`src/rtl/plst_pkg.sv`:
```
package plst_pkg;

  // Number of words the list can hold.
  localparam int CAPACITY = 16;

  // Storage index and occupancy widths follow from the capacity.
  localparam int IDX_W = (CAPACITY > 1) ? $clog2(CAPACITY) : 1;
  localparam int CNT_W = $clog2(CAPACITY + 1);

  // Payload field widths.
  localparam int FUNC_W   = 2;
  localparam int POS_W    = 5;
  localparam int WORD_W   = 32;
  localparam int STATUS_W = 2;
  localparam int LEN_W    = 5;

  // Width used to compare a request position against the occupancy.
  localparam int CMP_W = (CNT_W > POS_W) ? CNT_W : POS_W;

  // Packed stream words, rounded up to whole bytes.
  localparam int IN_BITS   = FUNC_W + POS_W + WORD_W;
  localparam int OUT_BITS  = STATUS_W + WORD_W + LEN_W + 1;
  localparam int IN_DATA_W  = ((IN_BITS + 7) / 8) * 8;
  localparam int OUT_DATA_W = ((OUT_BITS + 7) / 8) * 8;

  // Operation codes.
  localparam logic [FUNC_W-1:0] OP_INSERT = 2'd0;
  localparam logic [FUNC_W-1:0] OP_REMOVE = 2'd1;
  localparam logic [FUNC_W-1:0] OP_READ   = 2'd2;

  // Status codes.
  localparam logic [STATUS_W-1:0] STS_DONE  = 2'd0;
  localparam logic [STATUS_W-1:0] STS_RANGE = 2'd1;
  localparam logic [STATUS_W-1:0] STS_FULL  = 2'd2;

  typedef enum logic [2:0] {
    S_IDLE,
    S_INS_PRIME,
    S_INS_MOVE,
    S_INS_PUT,
    S_REM_PRIME,
    S_REM_MOVE,
    S_RD_CAP,
    S_FINISH
  } state_t;

endpackage

```
`src/rtl/plst_ram.sv`:
```
module plst_ram #(
  parameter int WIDTH = 32,
  parameter int DEPTH = 16
) (
  input  logic                     clk,
  input  logic                     wr_en,
  input  logic [$clog2(DEPTH)-1:0] wr_addr,
  input  logic [WIDTH-1:0]         wr_data,
  input  logic [$clog2(DEPTH)-1:0] rd_addr,
  output logic [WIDTH-1:0]         rd_data
);

  logic [WIDTH-1:0] mem_r [DEPTH];

  always_ff @(posedge clk) begin
    if (wr_en) begin
      mem_r[wr_addr] <= wr_data;
    end
    rd_data <= mem_r[rd_addr];
  end

endmodule

```
`src/rtl/positional_list_store.sv`:
```
// A refused request goes straight to the finish state; a read passes through a capture state.
// An insert before the tail primes a read, shifts the words at and above the position up one
// place, then writes the new word; an append writes it directly. A remove moves the words above
// the removed one down one place; removing the last word moves nothing. Only one request at
// a time: the next beat is taken once the result is registered, which waits while an earlier
// result is held back. Reset (rst_n low, synchronous) empties the list and the result.
module positional_list_store (
  input  logic                               clk,
  input  logic                               rst_n,
  // Request channel.
  input  logic                               in_tvalid,
  output logic                               in_tready,
  // From bit 0: func[1:0], position[6:2], value[38:7], zero pad[39].
  input  logic [plst_pkg::IN_DATA_W-1:0]     in_tdata,
  // Result channel.
  output logic                               out_tvalid,
  input  logic                               out_tready,
  // From bit 0: status[1:0], read_value[33:2], length[38:34], is_empty[39].
  output logic [plst_pkg::OUT_DATA_W-1:0]    out_tdata
);

  localparam int IDX_W = plst_pkg::IDX_W;
  localparam int CNT_W = plst_pkg::CNT_W;
  localparam int CMP_W = plst_pkg::CMP_W;

  // Unpack the request beat.
  logic [plst_pkg::FUNC_W-1:0] in_func;
  logic [plst_pkg::POS_W-1:0]  in_position;
  logic [plst_pkg::WORD_W-1:0] in_value;

  assign in_func     = in_tdata[1:0];
  assign in_position = in_tdata[6:2];
  assign in_value    = in_tdata[38:7];

  // Sequencer and datapath registers.
  plst_pkg::state_t state_r, state_nxt;
  logic [CNT_W-1:0]              count_r, count_nxt;
  logic [IDX_W-1:0]              ptr_r, ptr_nxt;
  logic [IDX_W-1:0]              pos_r, pos_nxt;
  logic [plst_pkg::WORD_W-1:0]   value_r, value_nxt;
  logic [plst_pkg::STATUS_W-1:0] status_r, status_nxt;
  logic [plst_pkg::WORD_W-1:0]   rdv_r, rdv_nxt;
  logic                          out_valid_r, out_valid_nxt;
  logic [plst_pkg::OUT_DATA_W-1:0] out_data_r, out_data_nxt;

  // Word memory ports.
  logic                        ram_wr_en;
  logic [IDX_W-1:0]            ram_wr_addr;
  logic [plst_pkg::WORD_W-1:0] ram_wr_data;
  logic [IDX_W-1:0]            ram_rd_addr;
  logic [plst_pkg::WORD_W-1:0] ram_rd_data;

  plst_ram #(
    .WIDTH (plst_pkg::WORD_W),
    .DEPTH (plst_pkg::CAPACITY)
  ) u_ram (
    .clk     (clk),
    .wr_en   (ram_wr_en),
    .wr_addr (ram_wr_addr),
    .wr_data (ram_wr_data),
    .rd_addr (ram_rd_addr),
    .rd_data (ram_rd_data)
  );

  // Request decode. The position is checked before the room on an insert.
  logic             accept;
  logic [CMP_W-1:0] pos_cmp;
  logic [CMP_W-1:0] cnt_cmp;
  logic             pos_le_cnt;
  logic             pos_lt_cnt;
  logic             list_full;
  logic             ins_shift;
  logic             rem_shift;
  logic [IDX_W-1:0] pos_idx;
  logic [CNT_W-1:0] ptr_plus_one;
  logic             ins_more;
  logic             rem_more;

  assign accept     = in_tvalid && in_tready;
  assign pos_cmp    = CMP_W'(in_position);
  assign cnt_cmp    = CMP_W'(count_r);
  assign pos_le_cnt = (pos_cmp <= cnt_cmp);
  assign pos_lt_cnt = (pos_cmp < cnt_cmp);
  assign list_full  = (count_r == CNT_W'(plst_pkg::CAPACITY));
  assign pos_idx    = IDX_W'(in_position);
  // An insert moves words only when it lands before the tail.
  assign ins_shift  = pos_lt_cnt;
  // A remove moves words only when something stands above the removed word.
  assign rem_shift  = (pos_cmp + CMP_W'(1)) < cnt_cmp;

  // Loop tests while shifting. The count already holds its new value here.
  assign ptr_plus_one = CNT_W'(ptr_r) + CNT_W'(1);
  assign ins_more     = (ptr_r - IDX_W'(1)) > pos_r;
  assign rem_more     = ptr_plus_one < count_r;

  // Next state.
  always_comb begin
    state_nxt = state_r;
    case (state_r)
      plst_pkg::S_IDLE: begin
        if (accept) begin
          state_nxt = plst_pkg::S_FINISH;
          case (in_func)
            plst_pkg::OP_INSERT: begin
              if (pos_le_cnt && !list_full) begin
                state_nxt = ins_shift ? plst_pkg::S_INS_PRIME : plst_pkg::S_INS_PUT;
              end
            end
            plst_pkg::OP_REMOVE: begin
              if (pos_lt_cnt && rem_shift) begin
                state_nxt = plst_pkg::S_REM_PRIME;
              end
            end
            plst_pkg::OP_READ: begin
              if (pos_lt_cnt) begin
                state_nxt = plst_pkg::S_RD_CAP;
              end
            end
            default: state_nxt = plst_pkg::S_FINISH;
          endcase
        end
      end
      plst_pkg::S_INS_PRIME: state_nxt = plst_pkg::S_INS_MOVE;
      plst_pkg::S_INS_MOVE: begin
        if (!ins_more) begin
          state_nxt = plst_pkg::S_INS_PUT;
        end
      end
      plst_pkg::S_INS_PUT:   state_nxt = plst_pkg::S_FINISH;
      plst_pkg::S_REM_PRIME: state_nxt = plst_pkg::S_REM_MOVE;
      plst_pkg::S_REM_MOVE: begin
        if (!rem_more) begin
          state_nxt = plst_pkg::S_FINISH;
        end
      end
      plst_pkg::S_RD_CAP: state_nxt = plst_pkg::S_FINISH;
      plst_pkg::S_FINISH: begin
        if (!out_valid_r || out_tready) begin
          state_nxt = plst_pkg::S_IDLE;
        end
      end
      default: state_nxt = plst_pkg::S_IDLE;
    endcase
  end

  // Outputs and datapath.
  always_comb begin
    in_tready     = (state_r == plst_pkg::S_IDLE);
    count_nxt     = count_r;
    ptr_nxt       = ptr_r;
    pos_nxt       = pos_r;
    value_nxt     = value_r;
    status_nxt    = status_r;
    rdv_nxt       = rdv_r;
    ram_wr_en     = 1'b0;
    ram_wr_addr   = ptr_r;
    ram_wr_data   = ram_rd_data;
    ram_rd_addr   = ptr_r;
    out_valid_nxt = out_valid_r && !out_tready;
    out_data_nxt  = out_data_r;
    case (state_r)
      plst_pkg::S_IDLE: begin
        // A read of the addressed word is issued speculatively every idle cycle.
        ram_rd_addr = pos_idx;
        if (accept) begin
          status_nxt = plst_pkg::STS_RANGE;
          rdv_nxt    = '0;
          pos_nxt    = pos_idx;
          value_nxt  = in_value;
          case (in_func)
            plst_pkg::OP_INSERT: begin
              if (pos_le_cnt) begin
                if (list_full) begin
                  status_nxt = plst_pkg::STS_FULL;
                end else begin
                  status_nxt = plst_pkg::STS_DONE;
                  count_nxt  = count_r + CNT_W'(1);
                  ptr_nxt    = IDX_W'(count_r);
                end
              end
            end
            plst_pkg::OP_REMOVE: begin
              if (pos_lt_cnt) begin
                status_nxt = plst_pkg::STS_DONE;
                count_nxt  = count_r - CNT_W'(1);
                ptr_nxt    = pos_idx;
              end
            end
            plst_pkg::OP_READ: begin
              if (pos_lt_cnt) begin
                status_nxt = plst_pkg::STS_DONE;
              end
            end
            default: status_nxt = plst_pkg::STS_RANGE;
          endcase
        end
      end
      plst_pkg::S_INS_PRIME: begin
        ram_rd_addr = ptr_r - IDX_W'(1);
      end
      plst_pkg::S_INS_MOVE: begin
        // Word fetched last cycle from ptr - 1 lands one place up.
        ram_wr_en   = 1'b1;
        ram_wr_addr = ptr_r;
        ram_rd_addr = ptr_r - IDX_W'(2);
        if (ins_more) begin
          ptr_nxt = ptr_r - IDX_W'(1);
        end
      end
      plst_pkg::S_INS_PUT: begin
        ram_wr_en   = 1'b1;
        ram_wr_addr = pos_r;
        ram_wr_data = value_r;
      end
      plst_pkg::S_REM_PRIME: begin
        ram_rd_addr = ptr_r + IDX_W'(1);
      end
      plst_pkg::S_REM_MOVE: begin
        // Word fetched last cycle from ptr + 1 lands one place down.
        ram_wr_en   = 1'b1;
        ram_wr_addr = ptr_r;
        ram_rd_addr = ptr_r + IDX_W'(2);
        if (rem_more) begin
          ptr_nxt = ptr_r + IDX_W'(1);
        end
      end
      plst_pkg::S_RD_CAP: begin
        rdv_nxt = ram_rd_data;
      end
      plst_pkg::S_FINISH: begin
        if (!out_valid_r || out_tready) begin
          out_valid_nxt = 1'b1;
          out_data_nxt  = '0;
          out_data_nxt[1:0]   = status_r;
          out_data_nxt[33:2]  = rdv_r;
          out_data_nxt[38:34] = plst_pkg::LEN_W'(count_r);
          out_data_nxt[39]    = (count_r == '0);
        end
      end
      default: begin
        in_tready = 1'b0;
      end
    endcase
  end

  always_ff @(posedge clk) begin
    if (!rst_n) begin
      state_r     <= plst_pkg::S_IDLE;
      count_r     <= '0;
      out_valid_r <= 1'b0;
    end else begin
      state_r     <= state_nxt;
      count_r     <= count_nxt;
      out_valid_r <= out_valid_nxt;
    end
  end

  always_ff @(posedge clk) begin
    ptr_r      <= ptr_nxt;
    pos_r      <= pos_nxt;
    value_r    <= value_nxt;
    status_r   <= status_nxt;
    rdv_r      <= rdv_nxt;
    out_data_r <= out_data_nxt;
  end

  assign out_tvalid = out_valid_r;
  assign out_tdata  = out_data_r;

endmodule

```
`config.mk`:
```
export PLATFORM = sky130hd
export DESIGN_NAME = positional_list_store
export DESIGN_NICKNAME = d
export VERILOG_FILES = /design/src/rtl/plst_pkg.sv /design/src/rtl/plst_ram.sv /design/src/rtl/positional_list_store.sv
export SDC_FILE = /design/constraint.sdc
export NUM_CORES = 1
export LEC_CHECK = 0
export ABC_CLOCK_PERIOD_IN_PS = 3900
export BUFFER_PORTS_ARGS = -buffer_cell sky130_fd_sc_hd__buf_2
export CORE_MARGIN = 2
export CORE_UTILIZATION = 50
export DETAILED_ROUTE_END_ITERATION = 10
export MAX_ROUTING_LAYER = met4
export PLACE_DENSITY = 0.68
export SETUP_SLACK_MARGIN = 0.2
export SLEW_MARGIN = 10
export SYNTH_ARGS = -nofsm -noshare
export SYNTH_HDL_FRONTEND = slang
export SYNTH_SLANG_ARGS = --single-unit
```
`constraint.sdc`:
```
create_clock -name clk -period 3.9 [get_ports clk]
set_input_delay 0.78 -clock clk [delete_from_list [all_inputs] [get_ports clk]]
set_output_delay 0.78 -clock clk [all_outputs]
set_load 0.01 [all_outputs]
```
======== Word-level counts from Yosys, hierarchy flattened ========
Memories as Yosys holds them, arrays and structs flattened. A register that Yosys moved wholly into a read port is not among the register bits.
Cells that the tools add are included.
Widths: inputs -> output; s select.
word-level totals
  register bits ........................... 123
  bits in writable memories ............... 512
  input bits .............................. 44
  output and inout port bits .............. 42
  logic and storage cells ................. 105
  memories kept ........................... 1
operators by class
  add/subtract/negate cells ............... 8
  order comparisons ....................... 5
  equality and inequality tests ........... 23
  mux-type cells .......................... 36
  reductions and logical operators ........ 23
memory list
  name         words  width  rd ports  clocked after Yosys merged registers in  write ports  RTL line        RTL
  u_ram.mem_r  16     32     1         1                                        1            plst_ram.sv:13  logic [WIDTH-1:0] mem_r [DEPTH];
operators by type and width
  operator             count
  $mux 32              2
  $pmux 32 s2          1
  $mux 4               7
  $pmux 3 s7           1
  $pmux 4 s5           1
  $ne 2x2->1 const B   8
  $lt 5x5->1           3
  $mux 3               5
  $mux 5               3
  $eq 3x3->1 const B   4
  $pmux 4 s3           1
  $add 5x1->5 const B  2
  $pmux 5 s2           1
  $ne 3x3->1 const B   3
  $pmux 3 s3           1
  $mux 2               4
  $pmux 4 s2           1
  $reduce_and 8->1     1
  $mux 1               7
  $eq 3x2->1 const B   2
  $reduce_and 2->1     3
  $reduce_and 6->1     1
  $add 4x1->5 const B  1
  $eq 5x5->1 const B   1
  24 further kinds     31

======== Depth between registers and ports, before layout ========
Gate-level depths: netlist of the first run.
  depth after elaboration ................. 7
  depth in mapped cells ................... 13
  gate-level depth less buffers ........... 11

======== Cells and area by module ========
From an unflattened synthesis of the first run, not the netlist that was laid out.
unflattened totals
  cells, all modules ...................... 1,249
  area total of the unflattened synthesis .. 25,572.0 um^2
modules (own cells, without submodules)
  module                 times used  cells an instance  area an instance (um^2)  sequential area each (um^2)
  plst_ram               1           838                19,835.3                 16,015.4
  positional_list_store  1           411                5,736.8                  3,603.5

======== Worst setup path after synthesis of the first run ========
No wires, ideal clock.
  kind .................................... reg-to-reg
  start point ............................. register state_r[0]
  end point ............................... register rdv_r[0] (netlist bit), enable pin
  library setup time ...................... 470 ps
  arrival ................................. 3,126 ps
  data required time ...................... 3,430 ps
  setup slack ............................. 304 ps
  cell stages (with the launch flop) ...... 4
  buffers on the path ..................... 2
  period minus slack after synthesis ...... 3,596 ps
  cell sequence ........................... dfxtp_1 buf_6 clkbuf_1 o31ai_1
on the way
  cells in the longest elaborated chain, start to end .. 4
  elaborated cells on any way between the ends .. 6
  those cells by class .................... eq/ne: 2; reduce/logical: 4
RTL lines
  item                            RTL line                                                    RTL
  from (decl)                     positional_list_store.sv:36                                 plst_pkg::state_t state_r, state_nxt;
  from (signal assigned)          positional_list_store.sv:248                                state_r <= plst_pkg::S_IDLE;
  from (signal assigned)          positional_list_store.sv:252                                state_r <= state_nxt;
  $logic_not 3->1                 positional_list_store.sv:148, positional_list_store.sv:161
  $logic_and 1x1->1               positional_list_store.sv:79                                 assign accept = in_tvalid && in_tready;
  $ne 2x1->1 (no line)            --
  $reduce_and 2->1 (no line) (*)  --
  to (signal assigned)            positional_list_store.sv:263                                rdv_r <= rdv_nxt;
  to (decl)                       positional_list_store.sv:42                                 logic [plst_pkg::WORD_W-1:0] rdv_r, rdv_nxt;
Every way passes the cells marked *; elsewhere a longest branch is shown, timed or not.
A chain may end at the register's enable or synchronous reset.

======== Worst setup path in the final report of the first run ========
  start point ............................. register ptr_r[1]
  end point ............................... register u_ram.rd_data[13] (read register of u_ram.mem_r)
on the way
  cells in the longest elaborated chain, start to end .. 2
  elaborated cells on any way between the ends .. 5
  those cells by class .................... add/sub: 4; mux: 1
RTL lines
  item                                 RTL line                      RTL
  from (decl)                          positional_list_store.sv:38   logic [IDX_W-1:0] ptr_r, ptr_nxt;
  from (signal assigned)               positional_list_store.sv:259  ptr_r <= ptr_nxt;
  $add 4x2->4 (tied with other cells)  positional_list_store.sv:222  ram_rd_addr = ptr_r + IDX_W'(2);
  $pmux 4 s5 (*)                       positional_list_store.sv:161  case (state_r)
  to (decl)                            plst_ram.sv:10                output logic [WIDTH-1:0] rd_data
Marks and branches as above.

==> flow_metrics.py, run 1 <==
metrics = {
    "yosys": {
        "async_flop_share_pct": 0,
        "synth_ff_type": "edfxtp_1",
        "synthDistinctLibCells": 62,
        "synth_top_family_by_area": "multiplexers",
        "yosys_register_bits": 667,
        "synth_fa_ha_area_share_pct": 1.46,
        "synth_compound_area_share_pct": 5.29,
        "syn_area_um2": 26800,
        "synth-xor-area-share_pct": 0.425,
        "syn_avg_cell_area_um2": 16.4,
        "synthMuxAreaShare_pct": 12.3,
        "synth-seq-area-share_pct": 73.3,
        "syn_inst": 1637,
        "yosysWarnings": 0,
        "synth-simple-area-share_pct": 4.91,
        "synth_fp_nets": 1711,
        "synth-edff-count": 626,
    },
    "global_route": {
        "antenna_found_initial": 3,
        "grt-ovfl-total": 0,
        "grt_pass1_vias": 14200,
        "grt_first_pass_wirelength_um": 86200,
        "grt.total_usage_pct": 21.4,
        "grt_max_degree": 56,
    },
    "floorplanning": {
        "die_h_um": 235,
        "num_rows": 84,
        "chipWidth_um": 235,
        "die_area_um2": 55400,
        "core_area_um2": 52800,
        "initial_core_util_pct": 50.8,
        "io_pins": 86,
    },
    "placement": {
        "dp_slack_ns": 0.671,
        "gp_congestion": 0.852,
        "dp_hpwl_um": 31200,
        "portBuffers": 84,
    },
    "job": {
        "drv_cap": 0,
    },
    "sta": {
        "fin_setup_tns_ns": 0,
        "tightest_slew_ns": 0.960,
        "setup_viol": 0,
        "period_needed_ns": 3.24,
        "hold_violations": 0,
        "clock_skew_ns": 0.0238,
        "max_slew_margin_pct": 35.7,
        "setup_ws_ns": 0.660,
        "max_freq_mhz": 309,
        "rsz0062_at_grt": "false",
        "slew_viol_final": 0,
        "finalCritPeriodShare_pct": 83.1,
    },
    "drt": {
        "met3WireLength_um": 3610,
        "top_layer": "met4",
        "routed_wl_um": 57800,
        "viasPerCell": 5.71,
        "ant_nets": 0,
        "m1WireLength_um": 24800,
        "routedWlPerCell_um": 23.1,
        "dr.pass1.iters": 5,
        "drc": 0,
        "wl_met2_um": 28400,
        "routed-via-count": 14300,
        "drtIter0Drc": 1249,
    },
    "critical_path": {
        "cp_max_fo": 45,
        "path_class": "register to register",
        "crit_arrival_ns": 3.69,
        "rrSetupSlack_ns": 0.66,
        "endpoint_kind": "register",
        "startpoint_type": "register",
        "required_ns": 4.35,
    },
    "clock_network": {
        "htreeDepth": 3,
        "cts-root-buf": "clkbuf_16",
        "cts_tree": "done",
        "cts.sinks": 667,
        "clk_latency_ns": 0.60,
        "cts_hold_buffers": 0,
        "clk_pin_slew_ns": 0.06,
        "clock_tree.buffer_depth": 3,
        "cts_resized": 0,
        "cts_buffers": 68,
        "cts_setup_buffers": 0,
    },
    "outcome": {
        "status": "complete, no violations",
    },
    "power_and_ir_drop": {
        "total_power_mw": 23.0,
        "power_density_nw_per_um2": 752,
        "vdd_ir_drop_max_uv": 939,
        "leakagePower_nw": 11.2,
    },
    "final_layout": {
        "layout_common_cells": "edfxtp_1, mux2i_1, nand2_1",
        "layout_commonest_cell": "edfxtp_1",
        "syn_to_final_growth_pct": 14.1,
        "nFillCells": 4002,
        "nNetsFinal": 1835,
        "drive_above_1_share_pct": 18.8,
    },
    "min_path": {
        "min_path_type": "input pin to register",
    },
}
==> through the flow <==
step	hold WS, ns	std cells	utilization, %	cell area [µm²]
floorplan	0.400	1637	-	26800
global placement	0.403	2379	53.9	28400
detailed placement	0.405	2379	53.9	28400
CTS	0.331	2500	57.9	30600
global route	0.338	2500	57.9	30600
finish	0.358	2501	57.9	30600
==> final cells by class <==
type / instances / area, µm² / share of cell area, %
antenna: 1 / 2.50 / 0.00819
clock buffer: 93 / 1910 / 6.24
clock inverter: 28 / 230 / 0.753
inverter: 25 / 93.8 / 0.307
multi-input combinational: 857 / 6700 / 21.9
sequential: 667 / 19600 / 64.2
tap: 688 / 861 / 2.82
timing repair buffer: 142 / 1160 / 3.78
==> Yosys cell counts, types with 3 or more instances <==
master,number,share of area (%)
a21oi_1,80,1.5
clkbuf_1,28,0.39
a211oi_1,3,0.084
buf_2,20,0.37
nor4_1,4,0.093
mux2_2,62,2.6
nor2_1,88,1.2
inv_1,24,0.34
mux2i_1,255,9.5
dfxtp_1,41,3.1
nor2b_1,6,0.14
and2_1,4,0.093
a21o_1,5,0.14
ha_1,28,1.3
a31oi_1,10,0.23
nand2_1,109,1.5
xnor2_1,10,0.33
edfxtp_1,626,70
o211ai_1,3,0.084
o21ai_0,15,0.28
buf_6,11,0.46
nor3_1,10,0.19
nand2b_1,7,0.16
o221ai_1,33,1.1
a22oi_1,32,0.90
buf_1,3,0.042
and3_1,38,0.89
xor2_1,3,0.098
nand3_1,9,0.17
o21a_1,5,0.14
buf_4,25,0.70
==> final timing paths <==
check	from	to	depth (start not counted)
hold reg to reg	rdv_r[31]$_SDFFCE_PN0P_	out_tdata[33]$_DFFE_PP_	0
setup reg to reg	ptr_r[1]$_DFFE_PP_	u_ram.rd_data[13]$_DFF_P_	11
hold / removal	in_tdata[34]	value_r[27]$_DFFE_PP_	1
setup / recovery	ptr_r[1]$_DFFE_PP_	u_ram.rd_data[13]$_DFF_P_	11
==> cells by family after synthesis <==
group           Yosys count
compound gates          208
xor+xnor                 13
fa+ha+maj                30
buf+inv                 113
flops                   667
mux                     319
simple gates            287
==> worst max-delay path, stage by stage, from the launching register on <==
cell and delay, ns:
edfxtp_1 0.52, inv_1 0.18, ha_1 0.41, mux2i_1 0.29
o2bb2ai_4 0.11, a21oi_4 0.25, buf_12 0.31, buf_4 0.30
mux2i_1 0.22, mux2i_1 0.10, a22oi_1 0.22, o221ai_1 0.14
==> power by group <==
group,internal [mW],leakage (nW),total [mW],switching [mW]
combinational,2.70,4.15,7.10,4.40
sequential,9.42,6.05,9.67,0.250
clock,3.63,1.04,6.22,2.59
total,15.7,11.2,23.0,7.24
==> registers in the layout, indices dropped and copies added (netlist names), 4 cells and up <==
name	cells
value_r	32
cnt_cmp	5
pos_r	4
out_tdata	40
ptr_r	4
rdv_r	32
u_ram.mem_r	512
u_ram.rd_data	32
==> routing by layer <==
layer,vias up,global-route usage (%)
met2,385,35.1
li1,6582,-
met3,79,3.64
met4,0,6.12
met5,-,-
met1,7237,27.7
Power figures use the tool's default switching activity.
==> run 2, diff against run 1 <==
--- a/config.mk
+++ b/config.mk
@@ -5,13 +5,13 @@
 export SDC_FILE = /design/constraint.sdc
 export NUM_CORES = 1
 export LEC_CHECK = 0
-export ABC_CLOCK_PERIOD_IN_PS = 3900
+export ABC_CLOCK_PERIOD_IN_PS = 2800
 export BUFFER_PORTS_ARGS = -buffer_cell sky130_fd_sc_hd__buf_2
 export CORE_MARGIN = 2
 export CORE_UTILIZATION = 50
 export DETAILED_ROUTE_END_ITERATION = 10
 export MAX_ROUTING_LAYER = met4
-export PLACE_DENSITY = 0.68
+export PLACE_DENSITY = 0.71
 export SETUP_SLACK_MARGIN = 0.2
 export SLEW_MARGIN = 10
 export SYNTH_ARGS = -nofsm -noshare
==> constraint.sdc (replaced) <==
create_clock -name clk -period 2.8 [get_ports clk]
set_input_delay 0.56 -clock clk [delete_from_list [all_inputs] [get_ports clk]]
set_output_delay 0.56 -clock clk [all_outputs]
set_load 0.01 [all_outputs]
==> run 2 against run 1 <==
Compared with the run above: sequential share of layout area decreased by 3.3 points; cell count rose by 4.8%; routed wire length is 6.8% higher; critical endpoint is now u_ram.rd_data[4]$_DFF_P_; power is 52% higher; largest power group unchanged; fmax rose by 25%; sequential power rose by 40%; register-to-register slack got worse by 0.44 ns.
==> flow_metrics.py, run 2 (same netlist as run 1, synthesis figures left out) <==
metrics = {
    "sta": {
        "period_needed_ns": 2.58,
        "tightest_slew_ns": 1.15,
        "max_freq_mhz": 387,
        "setup_viol": 0,
        "rsz0062_at_grt": "true",
        "max_slew_margin_pct": 23.1,
        "hold_violations": 0,
        "hold_ws_ns": 0.134,
        "clock_skew_ns": 0.0161,
        "finalCritPeriodShare_pct": 92.3,
        "slew_viol_final": 0,
        "setup_ws_ns": 0.216,
    },
    "clock_network": {
        "clk_pin_slew_ns": 0.06,
        "cts_tree": "done",
        "cts.sinks": 667,
        "clk_latency_ns": 0.60,
        "cts-root-buf": "clkbuf_16",
        "cts_buffers": 68,
        "htreeDepth": 3,
        "clock_tree.buffer_depth": 3,
    },
    "floorplanning": {
        "core_area_um2": 52800,
        "die_h_um": 235,
        "die_area_um2": 55400,
        "io_pins": 86,
        "initial_core_util_pct": 50.8,
        "chipWidth_um": 235,
        "num_rows": 84,
    },
    "global_route": {
        "grt_max_degree": 61,
        "grt-ovfl-total": 0,
        "grt_first_pass_wirelength_um": 91300,
        "grt.total_usage_pct": 22.6,
        "grt_pass1_vias": 15100,
        "antenna_found_initial": 2,
    },
    "final_layout": {
        "syn_to_final_growth_pct": 20.3,
        "layout_common_cells": "edfxtp_1, mux2i_1, buf_4",
        "drive_above_1_share_pct": 26.7,
        "layout_commonest_cell": "edfxtp_1",
        "largest_register_ffs": 512,
        "instances_no_fill": 2622,
        "regMostFlops": "u_ram.mem_r",
        "nNetsFinal": 1953,
        "insertedDiodeCount": 0,
        "fin_area_um2": 32200,
    },
    "placement": {
        "placed_cell_area_um2": 28900,
        "dp_hpwl_um": 34400,
        "dp_slack_ns": 0.00335,
        "gp_congestion": 0.847,
        "place_inst": 2427,
        "portBuffers": 84,
    },
    "drt": {
        "routedWlPerCell_um": 23.5,
        "ant_nets": 0,
        "routed_wl_um": 61700,
        "routed-via-count": 15100,
        "drc": 0,
        "viasPerCell": 5.76,
        "drtIter0Drc": 1331,
        "dr.pass1.iters": 5,
    },
    "critical_path": {
        "rrSetupSlack_ns": 0.22,
        "crit_arrival_ns": 3.05,
        "path_class": "register to register",
        "r2r_end": "u_ram.rd_data[4]$_DFF_P_",
        "cp_max_fo": 15,
        "r2r-start": "state_r[1]$_SDFFE_PN0P_",
        "required_ns": 3.26,
        "endpoint_kind": "register",
        "r2r_cells": 10,
        "startpoint_type": "register",
    },
    "power_and_ir_drop": {
        "leakagePower_nw": 12.0,
        "vdd_ir_drop_max_uv": 981,
        "power_density_nw_per_um2": 1080,
    },
    "min_path": {
        "min-delay-start": "in_tdata[33]",
        "min_path_type": "input pin to register",
        "holdPathStages": 1,
        "min_delay_worst_endpoint": "value_r[26]$_DFFE_PP_",
    },
    "outcome": {
        "status": "complete, no violations",
    },
    "job": {
        "drv_cap": 0,
    },
}
-- run 2: cell count changes in the layout (fill, tap and decap cells not counted), sizes merged --
cell and change:
diode -1, buf +111, bufbuf +1, bufinv +3
inv +5, clkinv -1, clkbuf +3, clkinvlp -2
nor2 +2
-- run 2: final cells by class --
class | instances | area (µm²)
flip-flops and latches | 667 | 19600
inverters | 25 | 93.8
fillers | 3697 | 20500
clock buffers | 92 | 1830
well taps | 688 | 861
clock inverters | 33 | 337
multi-input cells | 859 | 7050
repair buffers | 258 | 2420
-- run 2: worst max-delay path by stage --
stage / start / endpoint / slack (ns) / cells past startpoint
4_1_cts: state_r[2]$_SDFFE_PN0P_ / u_ram.rd_data[7]$_DFF_P_ / 0.16 / 11
2_1_floorplan: state_r[0]$_SDFFE_PN0P_ / u_ram.mem_r[1][0]$_DFFE_PP_ / -0.36 / 6
3_5_place_dp: ptr_r[1]$_DFFE_PP_ / u_ram.rd_data[28]$_DFF_P_ / 0.003 / 11
6_report: state_r[1]$_SDFFE_PN0P_ / u_ram.rd_data[4]$_DFF_P_ / 0.22 / 10
5_1_grt: state_r[1]$_SDFFE_PN0P_ / u_ram.rd_data[7]$_DFF_P_ / 0.13 / 11
3_3_place_gp: ptr_r[1]$_DFFE_PP_ / u_ram.rd_data[28]$_DFF_P_ / 0.04 / 11
-- run 2: power by group --
group	switching (mW)	leakage [nW]	internal (mW)	total (mW)
registers	0.330	6.05	13.1	13.5
clock network	3.68	1.06	5.18	8.86
logic	7.11	4.91	5.40	12.5
-- run 2: critical path, cell delays in order, from the launching register on --
cell and delay [ns]:
dfxtp_1 0.40, buf_6 0.20, and2b_1 0.25, o2bb2ai_4 0.16, a21oi_4 0.21, buf_12 0.18
buf_4 0.16, clkbuf_16 0.19, mux2_2 0.34, a21oi_1 0.18, o221ai_1 0.16
-- run 2: routing by layer --
metal,vias up,routed length (µm),track usage [%]
li1,6811,-,-
met2,516,30100,36.1
met3,131,4030,4.19
met4,0,1900,7.78
met1,7641,25700,29.3
met5,-,0,-
-- run 2: per-stage QoR --
| stage | util, % | power (mW) | setup TNS [ns] |
|---|---|---|---|
| CTS | 59.8 | 33.8 | 0 |
| global placement | 54.9 | 23.9 | 0 |
| floorplan | - | 20.8 | -110.94 |
| detailed placement | 54.9 | 24.2 | 0 |
| global route | 61.1 | 36.3 | 0 |
| finish | 61.1 | 34.8 | 0 |
-- run 2: repair_timing --
item / in CTS / in global routing
buffers inserted: 25 / 37
cloned: 4 / 4
pin swaps: 8 / 9
setup endpoints to repair: 103 / 170
hold buffers: 0 / 0
gates resized for setup: 20 / 63
==> run 3, diff against run 2 <==
--- a/config.mk
+++ b/config.mk
@@ -8,12 +8,13 @@
 export ABC_CLOCK_PERIOD_IN_PS = 2800
 export BUFFER_PORTS_ARGS = -buffer_cell sky130_fd_sc_hd__buf_2
 export CORE_MARGIN = 2
-export CORE_UTILIZATION = 50
+export CORE_UTILIZATION = 55
 export DETAILED_ROUTE_END_ITERATION = 10
 export MAX_ROUTING_LAYER = met4
-export PLACE_DENSITY = 0.71
+export PLACE_DENSITY = 0.77
 export SETUP_SLACK_MARGIN = 0.2
 export SLEW_MARGIN = 10
 export SYNTH_ARGS = -nofsm -noshare
 export SYNTH_HDL_FRONTEND = slang
+export SYNTH_HIERARCHICAL = 1
 export SYNTH_SLANG_ARGS = --single-unit
==> run 3 against run 2 <==
Compared with the run above: setup slack worse by 0.20 ns; cell area is 4.8% lower; non-clock buffer count decreased by 64; critical path depth increased by 6; clock power up 3.8%; sequential power increased by 7%; area after synthesis fell by 4.5%; clock-buffer cell count decreased by 2; synthesized cell count down 24%; via count decreased by 12%; fmax is 7.2% lower; critical path type unchanged; critical endpoint is now u_ram/rd_data[5]$_DFF_P_.
==> flow_metrics.py, run 3 <==
metrics = {
    "critical_path": {
        "path_class": "register to register",
        "path_cells": "nand2b_4 -> nor2_4 -> fa_2 -> xnor2_2 -> a21oi_1 -> nor2_1 -> a221o_1 -> a311oi_2 -> o21ai_2 -> buf_6 -> buf_6 -> nor2_4 -> buf_6 -> buf_12 -> a22oi_1 -> nand2_1",
        "endpoint_kind": "register",
        "r2r-start": "state_r[1]$_SDFFE_PN0P_",
        "slowest_stage": "fa_2",
        "r2r_end": "u_ram/rd_data[5]$_DFF_P_",
        "cp_max_fo": 10,
        "rrSetupSlack_ns": 0.01,
        "r2r_cells": 16,
        "startpoint_type": "register",
        "crit_path_frequent_cell": "buf_6",
        "crit_arrival_ns": 3.29,
        "required_ns": 3.31,
        "critPathMaxStageDelay_ns": 0.35,
    },
    "global_route": {
        "grt_max_degree": 39,
        "grt_first_pass_wirelength_um": 86800,
        "grt-ovfl-total": 0,
        "antenna_found_initial": 0,
        "grt.total_usage_pct": 25.8,
        "grt_pass1_vias": 13700,
    },
    "job": {
        "drv_cap": 0,
    },
    "power_and_ir_drop": {
        "power_frac_comb_pct": 41.0,
        "clkPwrFrac_pct": 22.9,
        "p_sw_share_pct": 32.7,
        "internal-power_mw": 27.0,
        "switching_power_mw": 13.1,
        "vdd_ir_drop_max_uv": 1040,
        "seqPwrFrac_pct": 36.1,
        "total_power_mw": 40.1,
        "leakagePower_nw": 10.3,
        "power_density_nw_per_um2": 1310,
    },
    "drt": {
        "drc": 0,
        "routed-via-count": 13300,
        "routedWlPerCell_um": 28.4,
        "dr.pass1.iters": 5,
        "ant_nets": 0,
        "routed_wl_um": 59900,
        "viasPerCell": 6.30,
        "drtIter0Drc": 1520,
    },
    "yosys": {
        "async_flop_share_pct": 0,
        "yosysTopAreaCell": "edfxtp_1",
        "synth_ff_type": "edfxtp_1",
        "yosys_register_bits": 667,
        "synth_top_cell_area_share_pct": 73.5,
        "syn_area_um2": 25600,
        "synth-seq-area-share_pct": 76.7,
        "syn_avg_cell_area_um2": 20.5,
        "synth_most_common_cell": "edfxtp_1",
        "synth_fp_nets": 1323,
        "synthDistinctLibCells": 58,
        "yosysWarnings": 6,
        "yosys-top-cells-area": "edfxtp_1, mux4_2, dfxtp_1, a22oi_1, mux2_2",
        "syn_inst": 1249,
        "synth_common_cells": "edfxtp_1, mux4_2, a22oi_1",
        "synth-edff-count": 626,
    },
    "sta": {
        "setup_viol": 0,
        "hold_violations": 0,
        "max_freq_mhz": 359,
        "clock_skew_ns": 0.0331,
        "period_needed_ns": 2.79,
        "max_slew_margin_pct": 49.9,
        "finalCritPeriodShare_pct": 99.5,
        "slew_viol_final": 0,
        "hold_ws_ns": 0.141,
        "fin_setup_tns_ns": 0,
        "rsz0062_at_grt": "true",
        "tightest_slew_ns": 0.749,
        "setup_ws_ns": 0.0150,
    },
    "final_layout": {
        "syn_to_final_growth_pct": 19.9,
        "final_util_pct": 66.3,
        "multiInputGateArea_um2": 6080,
        "fin_area_um2": 30700,
        "insertedDiodeCount": 0,
        "drive_above_1_share_pct": 36.3,
        "regMostFlops": "u_ram/mem_r",
        "nNetsFinal": 1527,
        "regArea_um2": 19600,
        "layout_common_cells": "edfxtp_1, mux4_2, buf_2",
        "layout_commonest_cell": "edfxtp_1",
        "largest_register_ffs": 512,
        "instances_no_fill": 2109,
        "nFillCells": 2808,
    },
    "placement": {
        "gp_congestion": 0.835,
        "portBuffers": 84,
        "dp_hpwl_um": 31300,
        "placed_cell_area_um2": 27800,
        "place_inst": 1970,
        "dp_slack_ns": -0.00155,
    },
    "min_path": {
        "holdPathStages": 1,
        "min_path_type": "input pin to register",
        "min_delay_worst_endpoint": "value_r[18]$_DFFE_PP_",
        "min-delay-start": "in_tdata[25]",
    },
    "clock_network": {
        "cts-root-buf": "clkbuf_16",
        "cts_tree": "done",
        "cts_buffers": 67,
        "htreeDepth": 3,
        "clk_pin_slew_ns": 0.06,
        "clock_tree.buffer_depth": 3,
        "cts.sinks": 667,
        "clk_latency_ns": 0.60,
        "cts_hold_buffers": 0,
    },
    "floorplanning": {
        "initial_core_util_pct": 55.3,
        "num_rows": 79,
        "die_area_um2": 48200,
        "chipWidth_um": 220,
        "die_h_um": 220,
        "core_area_um2": 46300,
        "io_pins": 86,
    },
    "outcome": {
        "status": "complete, no violations",
    },
}
-- run 3: cell count changes after synthesis, moves of 32 or more --
cell,change
a22oi_1,+32
and3_1,-36
nor2_1,-62
mux2i_1,-246
and2_1,+33
mux4_2,+126
a21oi_1,-62
nand2_1,-61
-- run 3: timing repair --
item / in CTS / in global routing
gates resized for setup: 16 / 63
endpoints found under the setup margin: 35 / 144
buffers inserted: 9 / 7
cloned: 3 / 2
pin swaps: 4 / 19
-- run 3: metal layers --
layer,part of all wire [%],track usage [%],up-vias
met5,0,-,-
li1,-,-,5512
met4,2.4,8.39,0
met1,37,32.5,6961
met2,52,42.3,711
met3,8.6,5.70,110
-- run 3: worst max path at each step --
stage	startpoint	end	slack [ns]
2_1_floorplan	state_r[1]$_SDFFE_PN0P_	u_ram/mem_r[8][0]$_DFFE_PP_	-0.20
3_3_place_gp	state_r[1]$_SDFFE_PN0P_	u_ram/rd_data[13]$_DFF_P_	0.03
3_5_place_dp	state_r[1]$_SDFFE_PN0P_	u_ram/rd_data[20]$_DFF_P_	-0.002
4_1_cts	state_r[1]$_SDFFE_PN0P_	u_ram/rd_data[26]$_DFF_P_	0.04
5_1_grt	state_r[1]$_SDFFE_PN0P_	u_ram/rd_data[5]$_DFF_P_	-0.1
6_report	state_r[1]$_SDFFE_PN0P_	u_ram/rd_data[5]$_DFF_P_	0.01
-- run 3: cell type report --
cell class / count / share of cell area [%]
Sequential cell: 667 / 64.0
Tap cell: 607 / 2.48
Clock buffer: 90 / 6.12
Inverter: 24 / 0.294
Clock inverter: 28 / 1.23
Timing Repair Buffer: 194 / 6.07
Multi-Input combinational cell: 499 / 19.8
-- run 3: cell families (layout without fill, tap and decap cells) --
logic type	count (synthesis)	after routing	share of synthesized area (%)
XOR/XNOR	14	14	0.480
multiplexers	170	170	13.1
adder cells (fa/ha/maj)	30	30	1.53
flip-flops	667	667	76.7
AO/OA/AOI/OAI	129	129	3.67
buffers and inverters	83	336	1.41
AND/OR/NAND/NOR	156	156	3.11
-- run 3: worst max-delay path, delay by kind of cell (launching register included) --
family          cells  cell delay, ns
compound gates      5            0.86
xor+xnor            1            0.15
fa+ha+maj           1            0.35
buf+inv             4            0.52
flops               1            0.32
simple gates        5            0.48
-- run 3: power by group through the flow --
| stage | clock [mW] | combinational [mW] | sequential (mW) |
|---|---|---|---|
| global placement | 0 | 13.6 | 14.5 |
| floorplan | 0 | 9.00 | 14.4 |
| CTS | 9.31 | 15.2 | 14.5 |
| finish | 9.20 | 16.4 | 14.5 |
| global route | 9.71 | 17.4 | 14.5 |
| detailed placement | 0 | 13.9 | 14.6 |
